--- config.mk ---
export PLATFORM = sky130hd
export DESIGN_NAME = threshold_beat_rate_meter
export DESIGN_NICKNAME = d
export VERILOG_FILES = /design/src/hdl/tbrm_pkg.sv /design/src/hdl/threshold_beat_rate_meter.sv
export SDC_FILE = /design/constraint.sdc
export NUM_CORES = 1
export LEC_CHECK = 0
export ABC_AREA = 1
export BUFFER_PORTS_ARGS = -buffer_cell sky130_fd_sc_hd__buf_4
export CELL_PAD_IN_SITES_DETAIL_PLACEMENT = 1
export CELL_PAD_IN_SITES_GLOBAL_PLACEMENT = 1
export CORE_ASPECT_RATIO = 1.5
export CORE_MARGIN = 2
export CORE_UTILIZATION = 40
export CTS_BUF_LIST = sky130_fd_sc_hd__clkbuf_8 sky130_fd_sc_hd__clkbuf_16
export CTS_CLUSTER_DIAMETER = 200
export DETAILED_ROUTE_END_ITERATION = 8
export GPL_ROUTABILITY_DRIVEN = 0
export PLACE_DENSITY_LB_ADDON = 0.1
export SLEW_MARGIN = 20
export SYNTH_ARGS = -nofsm -noshare
export SYNTH_HDL_FRONTEND = slang
export SYNTH_SLANG_ARGS = --single-unit
--- constraint.sdc ---
create_clock -name clk -period 5.8 [get_ports clk]
set_input_delay 1.45 -clock clk [delete_from_list [all_inputs] [get_ports clk]]
set_output_delay 1.45 -clock clk [all_outputs]
set_load 0.01 [all_outputs]
--- src/hdl/tbrm_pkg.sv ---
// Types and constants of the threshold beat rate meter.
`default_nettype none

package tbrm_pkg;

  localparam int unsigned SAMPLE_W   = 10;
  localparam int unsigned TIME_W     = 32;
  localparam int unsigned INTERVAL_W = 16;
  localparam int unsigned BPM_W      = 16;
  localparam int unsigned CFG_IDX_W  = 2;
  localparam int unsigned CFG_DATA_W = 16;
  localparam int unsigned S_TDATA_W  = 48;
  localparam int unsigned M_TUSER_W  = 3;
  localparam int unsigned STEP_W     = 4;

  localparam logic [SAMPLE_W-1:0]   THRESHOLD_RST = 10'd512;
  localparam logic [INTERVAL_W-1:0] MIN_INTV_RST  = 16'd300;
  localparam logic [INTERVAL_W-1:0] MAX_INTV_RST  = 16'd2000;
  localparam logic [BPM_W-1:0]      MINUTE_MS     = 16'd60000;
  localparam logic [STEP_W-1:0]     LAST_STEP     = 4'd15;

  localparam logic [CFG_IDX_W-1:0] REG_THRESHOLD = 2'd0;
  localparam logic [CFG_IDX_W-1:0] REG_MIN_INTV  = 2'd1;
  localparam logic [CFG_IDX_W-1:0] REG_MAX_INTV  = 2'd2;

  typedef enum logic [2:0] {
    ST_IDLE,
    ST_DIFF,
    ST_WIN_LO,
    ST_WIN_HI,
    ST_DIV,
    ST_DONE
  } state_t;

endpackage

`default_nettype wire

--- src/hdl/threshold_beat_rate_meter.sv ---
// Heart rate meter: threshold beat detection and an iterative rate divider.
//
// Samples enter on the s_ channel (sample and millisecond timestamp), one result
// leaves on the m_ channel for every sample: the current rate in tdata and the
// known, beat and updated flags in tuser. Thresholds are written through the cfg
// channel, which is ready outside reset and must only be used while the block is idle.
// Each item passes a small sequencer around one shared 33-bit subtractor: the
// interval, one or two window compares for a beat, and sixteen restoring
// division steps for 60000 / interval. A sample that is no beat and a beat
// outside the window skip the divider; only a beat inside the window runs it
// and updates the rate. The next item is taken once the sequencer is back in
// idle, after the result of the last one has been loaded into the output register.
// The result sits in an output register, so a new sample may be taken while
// the receiver stalls; a finished item waits in the sequencer until that
// register is free. Reset clears the registers to their defaults, the beat
// state, the last beat time and the rate, empties the output register and holds both inputs off.
`default_nettype none

module threshold_beat_rate_meter
  import tbrm_pkg::*;
(
  input  wire logic                  clk,
  input  wire logic                  rst,
  input  wire logic                  s_tvalid,
  output logic                       s_tready,
  input  wire logic [S_TDATA_W-1:0]  s_tdata,   // sample [9:0], time_ms [41:10], zeros
  output logic                       m_tvalid,
  input  wire logic                  m_tready,
  output logic [BPM_W-1:0]           m_tdata,   // bpm [15:0]
  output logic [M_TUSER_W-1:0]       m_tuser,   // bpm_known [0], beat [1], bpm_updated [2]
  input  wire logic                  cfg_valid,
  output logic                       cfg_ready,
  input  wire logic [CFG_IDX_W-1:0]  cfg_index,
  input  wire logic [CFG_DATA_W-1:0] cfg_data
);

  state_t state, state_next;

  logic [SAMPLE_W-1:0]   threshold;
  logic [INTERVAL_W-1:0] min_interval_ms;
  logic [INTERVAL_W-1:0] max_interval_ms;

  logic                  above_flag;
  logic [TIME_W-1:0]     last_beat_time;
  logic [BPM_W-1:0]      rate_value;

  logic [SAMPLE_W-1:0]   sample_q;
  logic [TIME_W-1:0]     time_q;
  logic [TIME_W-1:0]     interval;
  logic [BPM_W:0]        rem;
  logic [BPM_W-1:0]      dvd;
  logic [STEP_W-1:0]     step;
  logic                  beat_q;
  logic                  updated_q;

  logic [TIME_W-1:0]     alu_a;
  logic [TIME_W-1:0]     alu_b;
  logic [TIME_W:0]       alu_res;
  logic                  alu_neg;
  logic [BPM_W:0]        rem_shift;
  logic                  beat_cond;
  logic                  in_accept;
  logic                  out_load;

  // The one shared subtractor; its borrow serves as the compare result.
  assign alu_res   = {1'b0, alu_a} - {1'b0, alu_b};
  assign alu_neg   = alu_res[TIME_W];
  assign rem_shift = {rem[BPM_W-1:0], dvd[BPM_W-1]};
  assign beat_cond = (sample_q > threshold) && !above_flag;
  assign in_accept = s_tvalid && s_tready;
  assign cfg_ready = !rst;

  always_comb begin
    state_next = state;
    unique case (state)
      ST_IDLE:   if (s_tvalid) state_next = ST_DIFF;
      ST_DIFF:   state_next = beat_cond ? ST_WIN_LO : ST_DONE;
      ST_WIN_LO: state_next = alu_neg ? ST_WIN_HI : ST_DONE;
      ST_WIN_HI: state_next = alu_neg ? ST_DIV : ST_DONE;
      ST_DIV:    if (step == LAST_STEP) state_next = ST_DONE;
      ST_DONE:   if (!m_tvalid || m_tready) state_next = ST_IDLE;
      default:   state_next = ST_IDLE;
    endcase
  end

  always_comb begin
    s_tready = 1'b0;
    out_load = 1'b0;
    alu_a    = '0;
    alu_b    = '0;
    unique case (state)
      ST_IDLE: begin
        s_tready = !rst;
      end
      ST_DIFF: begin
        alu_a = time_q;
        alu_b = last_beat_time;
      end
      ST_WIN_LO: begin
        // Borrow when min < interval.
        alu_a = {{(TIME_W-INTERVAL_W){1'b0}}, min_interval_ms};
        alu_b = interval;
      end
      ST_WIN_HI: begin
        // Borrow when interval < max.
        alu_a = interval;
        alu_b = {{(TIME_W-INTERVAL_W){1'b0}}, max_interval_ms};
      end
      ST_DIV: begin
        alu_a = {{(TIME_W-BPM_W-1){1'b0}}, rem_shift};
        alu_b = {{(TIME_W-INTERVAL_W){1'b0}}, interval[INTERVAL_W-1:0]};
      end
      ST_DONE: begin
        out_load = !m_tvalid || m_tready;
      end
      default: begin
        s_tready = 1'b0;
      end
    endcase
  end

  always_ff @(posedge clk) begin
    if (rst) begin
      state <= ST_IDLE;
    end else begin
      state <= state_next;
    end
  end

  always_ff @(posedge clk) begin
    if (rst) begin
      threshold       <= THRESHOLD_RST;
      min_interval_ms <= MIN_INTV_RST;
      max_interval_ms <= MAX_INTV_RST;
    end else if (cfg_valid && cfg_ready) begin
      unique case (cfg_index)
        REG_THRESHOLD: threshold       <= cfg_data[SAMPLE_W-1:0];
        REG_MIN_INTV:  min_interval_ms <= cfg_data;
        REG_MAX_INTV:  max_interval_ms <= cfg_data;
        default: begin
          threshold <= threshold;
        end
      endcase
    end
  end

  always_ff @(posedge clk) begin
    if (rst) begin
      above_flag     <= 1'b0;
      last_beat_time <= '0;
      rate_value     <= '0;
    end else begin
      if (state == ST_DIFF) begin
        if (beat_cond) begin
          above_flag     <= 1'b1;
          last_beat_time <= time_q;
        end else if (sample_q < threshold) begin
          above_flag <= 1'b0;
        end
      end
      if (state == ST_DIV && step == LAST_STEP) begin
        rate_value <= {dvd[BPM_W-2:0], !alu_neg};
      end
    end
  end

  always_ff @(posedge clk) begin
    if (in_accept) begin
      sample_q  <= s_tdata[SAMPLE_W-1:0];
      time_q    <= s_tdata[SAMPLE_W +: TIME_W];
      beat_q    <= 1'b0;
      updated_q <= 1'b0;
    end
    if (state == ST_DIFF) begin
      interval <= alu_res[TIME_W-1:0];
      beat_q   <= beat_cond;
    end
    if (state == ST_WIN_HI) begin
      rem  <= '0;
      dvd  <= MINUTE_MS;
      step <= '0;
    end
    if (state == ST_DIV) begin
      // Restoring division: keep the difference only when it did not borrow.
      rem  <= alu_neg ? rem_shift : alu_res[BPM_W:0];
      dvd  <= {dvd[BPM_W-2:0], !alu_neg};
      step <= step + 1'b1;
      if (step == LAST_STEP) begin
        updated_q <= 1'b1;
      end
    end
  end

  always_ff @(posedge clk) begin
    if (rst) begin
      m_tvalid <= 1'b0;
    end else if (out_load) begin
      m_tvalid <= 1'b1;
    end else if (m_tready) begin
      m_tvalid <= 1'b0;
    end
  end

  always_ff @(posedge clk) begin
    if (out_load) begin
      m_tdata <= rate_value;
      m_tuser <= {updated_q, beat_q, (rate_value != '0)};
    end
  end

endmodule

`default_nettype wire

==> results.yml, run 1 <==
placed_design:
  portBuffers: 86
  place_hpwl_um: 21800
sta:
  fin_setup_tns_ns: 0
  worst_pin_slew_ns: 1.06
  relSlewSlack_pct: 29.2
  clock_skew_ns: 0.0329
  rsz0062_at_grt: "no"
  setup_viol: 0
  min_period_ns: 4.07
  fmax_ghz: 0.246
  drv_slew: 0
  finalHoldViolations: 0
  finalCritPeriodShare_pct: 70.2
cts:
  htreeDepth: 1
  cts_sinks: 226
  cts_setup_buffers: 0
  clkSlewWorstSetupHoldPaths_ns: 0.06
  cts_resized: 0
  clock-root-buffer: "clkbuf_16"
  cts_tree: "built"
  cts_made_buffers: 25
  clkLatencyLatePin_ns: 0.55
  cts_hold_buf: 0
  cts_buffer_depth: 3
hold_path:
  hp-class: "flip-flop to flip-flop"
  whs_endpoint: "m_tuser[1]"
  min_from: "beat_q"
  hold_depth: 0
die:
  die_y_um: 207
  die-area_um2: 28900
  start_util_pct: 40.6
  pin_count: 93
  rows: 74
  core_area_um2: 27100
  die_w_um: 139
synth:
  synth_area_leader_cell: "edfxtp_1"
  synth_top_area_share_pct: 35.5
  synthFlopType: "edfxtp_1"
  synth.cell_area_um2: 11000
  syn_avg_cell_area_um2: 8.75
  synth_fp_nets: 1373
  ys_ff_latch: 226
  synth_seq_area_share_pct: 52.9
  synth_warnings: 0
  synthTopCellsByArea: "edfxtp_1, dfxtp_1, nand2_1"
  syn_inst: 1258
  synth_cell_types: 44
  synthArstFlopShare_pct: 0
  synth_edf_count: 130
cells_and_area:
  mostFrequentLayoutCell: "nand2_1"
  mostFrequentLayoutCells: "nand2_1, inv_1, nor2_1"
  diodes: 0
  area_growth_pct: 16.9
  layout-drive-gt1-share_pct: 13.4
  nNetsFinal: 1451
global_routing:
  grt.overflow.total: 0
  grt_pass1_wl_um: 49600
  globalRouteTotalUtil_pct: 21.6
  grt_max_degree: 68
  antenna_found_initial: 0
  grt_pass1_vias: 9405
worst_setup_path:
  reg2reg_depth: 18
  cp-end-kind: "flip-flop"
  regToRegStartpoint: "state[2]"
  arrival_ns: 4.37
  r2r-end: "rem[13]"
  crit_required_ns: 6.10
  cp-start-kind: "flip-flop"
  critPathMaxFanout: 20
  r2r_setup_slack_ns: 1.73
  path_class: "flip-flop to flip-flop"
run_status:
  outcome: "completed"
drt:
  wl_per_cell_um: 18.4
  viasPerCell: 5.19
  drc: 0
  num_vias: 8810
  wirelength_um: 31100
  final_antenna_net_count: 0
  firstDrtPassIters: 4
  drt_iter0_drc: 377
run:
  maxCapViolations: 0
[cells in the mapped netlist (2+ instances only)]
library cell and n:
buf_2 13, xor2_1 15, edfxtp_1 130, a21oi_1 85, inv_2 9, nor3_1 4
o21bai_1 8, a21oi_2 10, a21o_1 9, buf_6 2, nor4_1 4, nor3_2 3
or2_2 7, a22oi_1 6, dfxtp_1 96, xnor2_1 8, o21ai_0 100, a221oi_1 15
nor2_1 148, nand4_1 17, nand3_1 40, nand2_1 241, ha_1 43, o21a_1 5
inv_1 162, a211oi_1 8, nand2_2 6, clkbuf_1 31, o22ai_1 16, a21boi_0 2
nand2_4 2
[registers in the layout, indices dropped and copies added, names as in the netlist, 3 cells and up]
| name | cells |
|---|---|
| dvd | 16 |
| state | 3 |
| interval | 32 |
| m_tuser | 3 |
| sample_q | 10 |
| m_tdata | 16 |
| step | 4 |
| last_beat_time | 32 |
| min_interval_ms | 16 |
| rate_value | 16 |
| max_interval_ms | 16 |
| threshold | 10 |
| time_q | 32 |
| rem | 16 |
[worst max path at each step]
stage | to | slack, ns | from | cells past startpoint
floorplan | cfg_ready | 2.13 | rst | 4
global placement | rem[14] | 1.70 | state[2] | 18
detailed placement | rem[15] | 1.70 | state[2] | 18
CTS | rem[13] | 1.70 | state[2] | 18
global route | rem[13] | 1.41 | state[2] | 18
finish | rem[13] | 1.73 | state[2] | 18
[layer usage]
metal | vias up | share of wire [%] | GRT usage [%]
met5 | - | 0 | 0
met2 | 128 | 55 | 42.2
met4 | 0 | 2.3 | 6.30
li1 | 4370 | - | -
met3 | 48 | 2.8 | 2.24
met1 | 4264 | 40 | 24.3
[critical path, stage by stage (launching register included)]
cell      delay [ns]
dfxtp_1         0.51
nor3_2          0.09
buf_4           0.24
inv_2           0.34
nand2_1         0.31
buf_4           0.29
a221oi_1        0.34
ha_1            0.35
nand2_1         0.17
inv_2           0.05
nand2_1         0.06
nand2_1         0.06
a21oi_1         0.16
nand2_2         0.13
nand2_2         0.10
nand2_4         0.13
nand2_4         0.29
nand2_1         0.09
o21a_1          0.12
[layout make-up]
type                    instances  area (um^2)
clock buffers                  25          626
clock inverters                20          270
repair buffers                 97          728
multi-input cells             815         4350
fillers                      3180        14300
inverters                     171          642
well taps                     342          428
flip-flops and latches        226         5830
[logic make-up (layout without fill, tap and decap cells)]
family | Yosys count | in the layout | synth area share, %
xor+xnor | 23 | 23 | 1.83
simple gates | 478 | 478 | 18.2
fa+ha+maj | 44 | 44 | 5.07
compound gates | 270 | 270 | 14.3
flops | 226 | 226 | 52.9
buf+inv | 217 | 313 | 7.68
[per-stage QoR]
step	instance area [um^2]	hold slack, ns	instances	setup slack (ns)	util (%)
3_3_place_gp	12000	0.409	1651	1.70	44.2
2_1_floorplan	11000	0.400	1258	2.13	-
5_1_grt	12900	0.441	1696	1.41	47.5
4_1_cts	12900	0.426	1696	1.70	47.5
6_report	12900	0.422	1696	1.73	47.5
3_5_place_dp	12000	0.408	1651	1.70	44.2
Power of run 1 is left out: the tool's default activity adds up to more than one toggle a clock period on the data nets, which glitch-free logic cannot reach.
==> run 2, diff against run 1 <==
==> constraint.sdc (replaced) <==
create_clock -name clk -period 4.1 [get_ports clk]
set_input_delay 1.025 -clock clk [delete_from_list [all_inputs] [get_ports clk]]
set_output_delay 1.025 -clock clk [all_outputs]
set_load 0.01 [all_outputs]
==> run 2 against run 1 <==
Cell count rose by 0.41%. Worst setup slack worse by 1.2 ns. Register-to-register slack lost 1.2 ns. Critical path depth decreased by 1. Core utilization rose by 0.16 points. Final area increased by 0.33%.
==> results.yml, run 2 (synthesis results as in run 1) <==
die:
  start_util_pct: 40.6
  die_y_um: 207
  pin_count: 93
  die_w_um: 139
  core_area_um2: 27100
  rows: 74
  die-area_um2: 28900
cells_and_area:
  largestRegisters: "interval (32), last_beat_time (32), time_q (32)"
  finish.utilization_pct: 47.6
  diodes: 0
  area_growth_pct: 17.3
  mostFrequentLayoutCells: "nand2_1, inv_1, nor2_1"
  fin_area_um2: 12900
  mostFrequentLayoutCell: "nand2_1"
  nNetsFinal: 1458
  layout-drive-gt1-share_pct: 14.3
drt:
  drc: 0
  wirelength_um: 30800
  viasPerCell: 5.19
  final_antenna_net_count: 0
  wl_per_cell_um: 18.1
  num_vias: 8834
  drt_iter0_drc: 458
  firstDrtPassIters: 4
worst_setup_path:
  arrival_ns: 3.89
  crit_required_ns: 4.38
  path_class: "flip-flop to flip-flop"
  cp-startpoint: "state[2]"
  regToRegStartpoint: "state[2]"
  cp-end-kind: "flip-flop"
  critPathMaxFanout: 17
  cp-start-kind: "flip-flop"
sta:
  drv_slew: 0
  finalHoldViolations: 0
  worst_pin_slew_ns: 0.705
  min_period_ns: 3.61
  worst_slack_ns: 0.491
  relSlewSlack_pct: 52.9
  clock_skew_ns: 0.0136
  fin_setup_tns_ns: 0
  rsz0062_at_grt: "no"
  setup_viol: 0
  finalCritPeriodShare_pct: 88.0
  fmax_ghz: 0.277
global_routing:
  globalRouteTotalUtil_pct: 21.5
  grt.overflow.total: 0
  antenna_found_initial: 0
  grt_max_degree: 68
  grt_pass1_wl_um: 49600
  grt_pass1_vias: 9426
cts:
  clkSlewWorstSetupHoldPaths_ns: 0.07
  cts_buffer_depth: 3
  clkLatencyLatePin_ns: 0.54
  clock-root-buffer: "clkbuf_16"
  cts_sinks: 226
  cts_setup_buffers: 0
  cts_resized: 0
  cts_tree: "built"
  cts_made_buffers: 24
  cts_hold_buf: 0
  htreeDepth: 1
placed_design:
  dpl-instance-area_um2: 12100
  place_hpwl_um: 21900
  portBuffers: 86
  pre_cts_ws_ns: 0.451
run_status:
  outcome: "completed"
hold_path:
  min_from: "updated_q"
  hp-class: "flip-flop to flip-flop"
run:
  maxCapViolations: 0
-- run 2: cell types whose count changed in the layout (fill, tap and decap cells not counted), sizes merged --
cell      before  now
buf           97  105
clkbuf        25   30
inv          174  171
clkinvlp       1    3
bufinv         7    3
clkinv         9    8
-- run 2: final timing paths --
| kind | endpoint | slack (ns) | depth (start not counted) |
|---|---|---|---|
| setup reg to reg | rem[14] | 0.49 | 17 |
| hold reg to reg | m_tuser[2] | 0.44 | 0 |
| setup / recovery | rem[14] | 0.49 | 17 |
| hold / removal | m_tuser[2] | 0.44 | 0 |
-- run 2: through the flow --
step           std cells  hold WS (ns)
5_1_grt             1703         0.462
2_1_floorplan       1258         0.400
3_3_place_gp        1659         0.422
3_5_place_dp        1659         0.430
4_1_cts             1703         0.448
6_report            1703         0.445
-- run 2: area by class of cell --
cell class,instances,area [um^2]
fill,3210,14200
sequential,226,5830
multi-input combinational,815,4350
timing repair buffer,105,801
clock buffer,30,706
inverter,171,642
tap,342,428
clock inverter,14,160
-- run 2: metal layers --
metal	wire [um]	GRT usage, %	part of all wire, %
met1	12500	24.6	41
met2	16700	41.6	54
met4	765	6.37	2.5
met5	0	0	0
met3	839	2.13	2.7
-- run 2: worst max-delay path, cell delays in order, from the launching register on --
cell      delay, ns
dfxtp_1        0.50
nor3_2         0.11
inv_2          0.32
nand2_1        0.12
buf_4          0.23
a221oi_1       0.31
ha_1           0.38
nand2_1        0.13
nand2_1        0.06
nand2_1        0.05
nand2_1        0.06
a21oi_1        0.16
nand2_2        0.14
nand2_2        0.11
nand2_4        0.12
nand2_4        0.28
nand2_1        0.09
o21a_1         0.15
Power of run 2 is left out for the same reason.
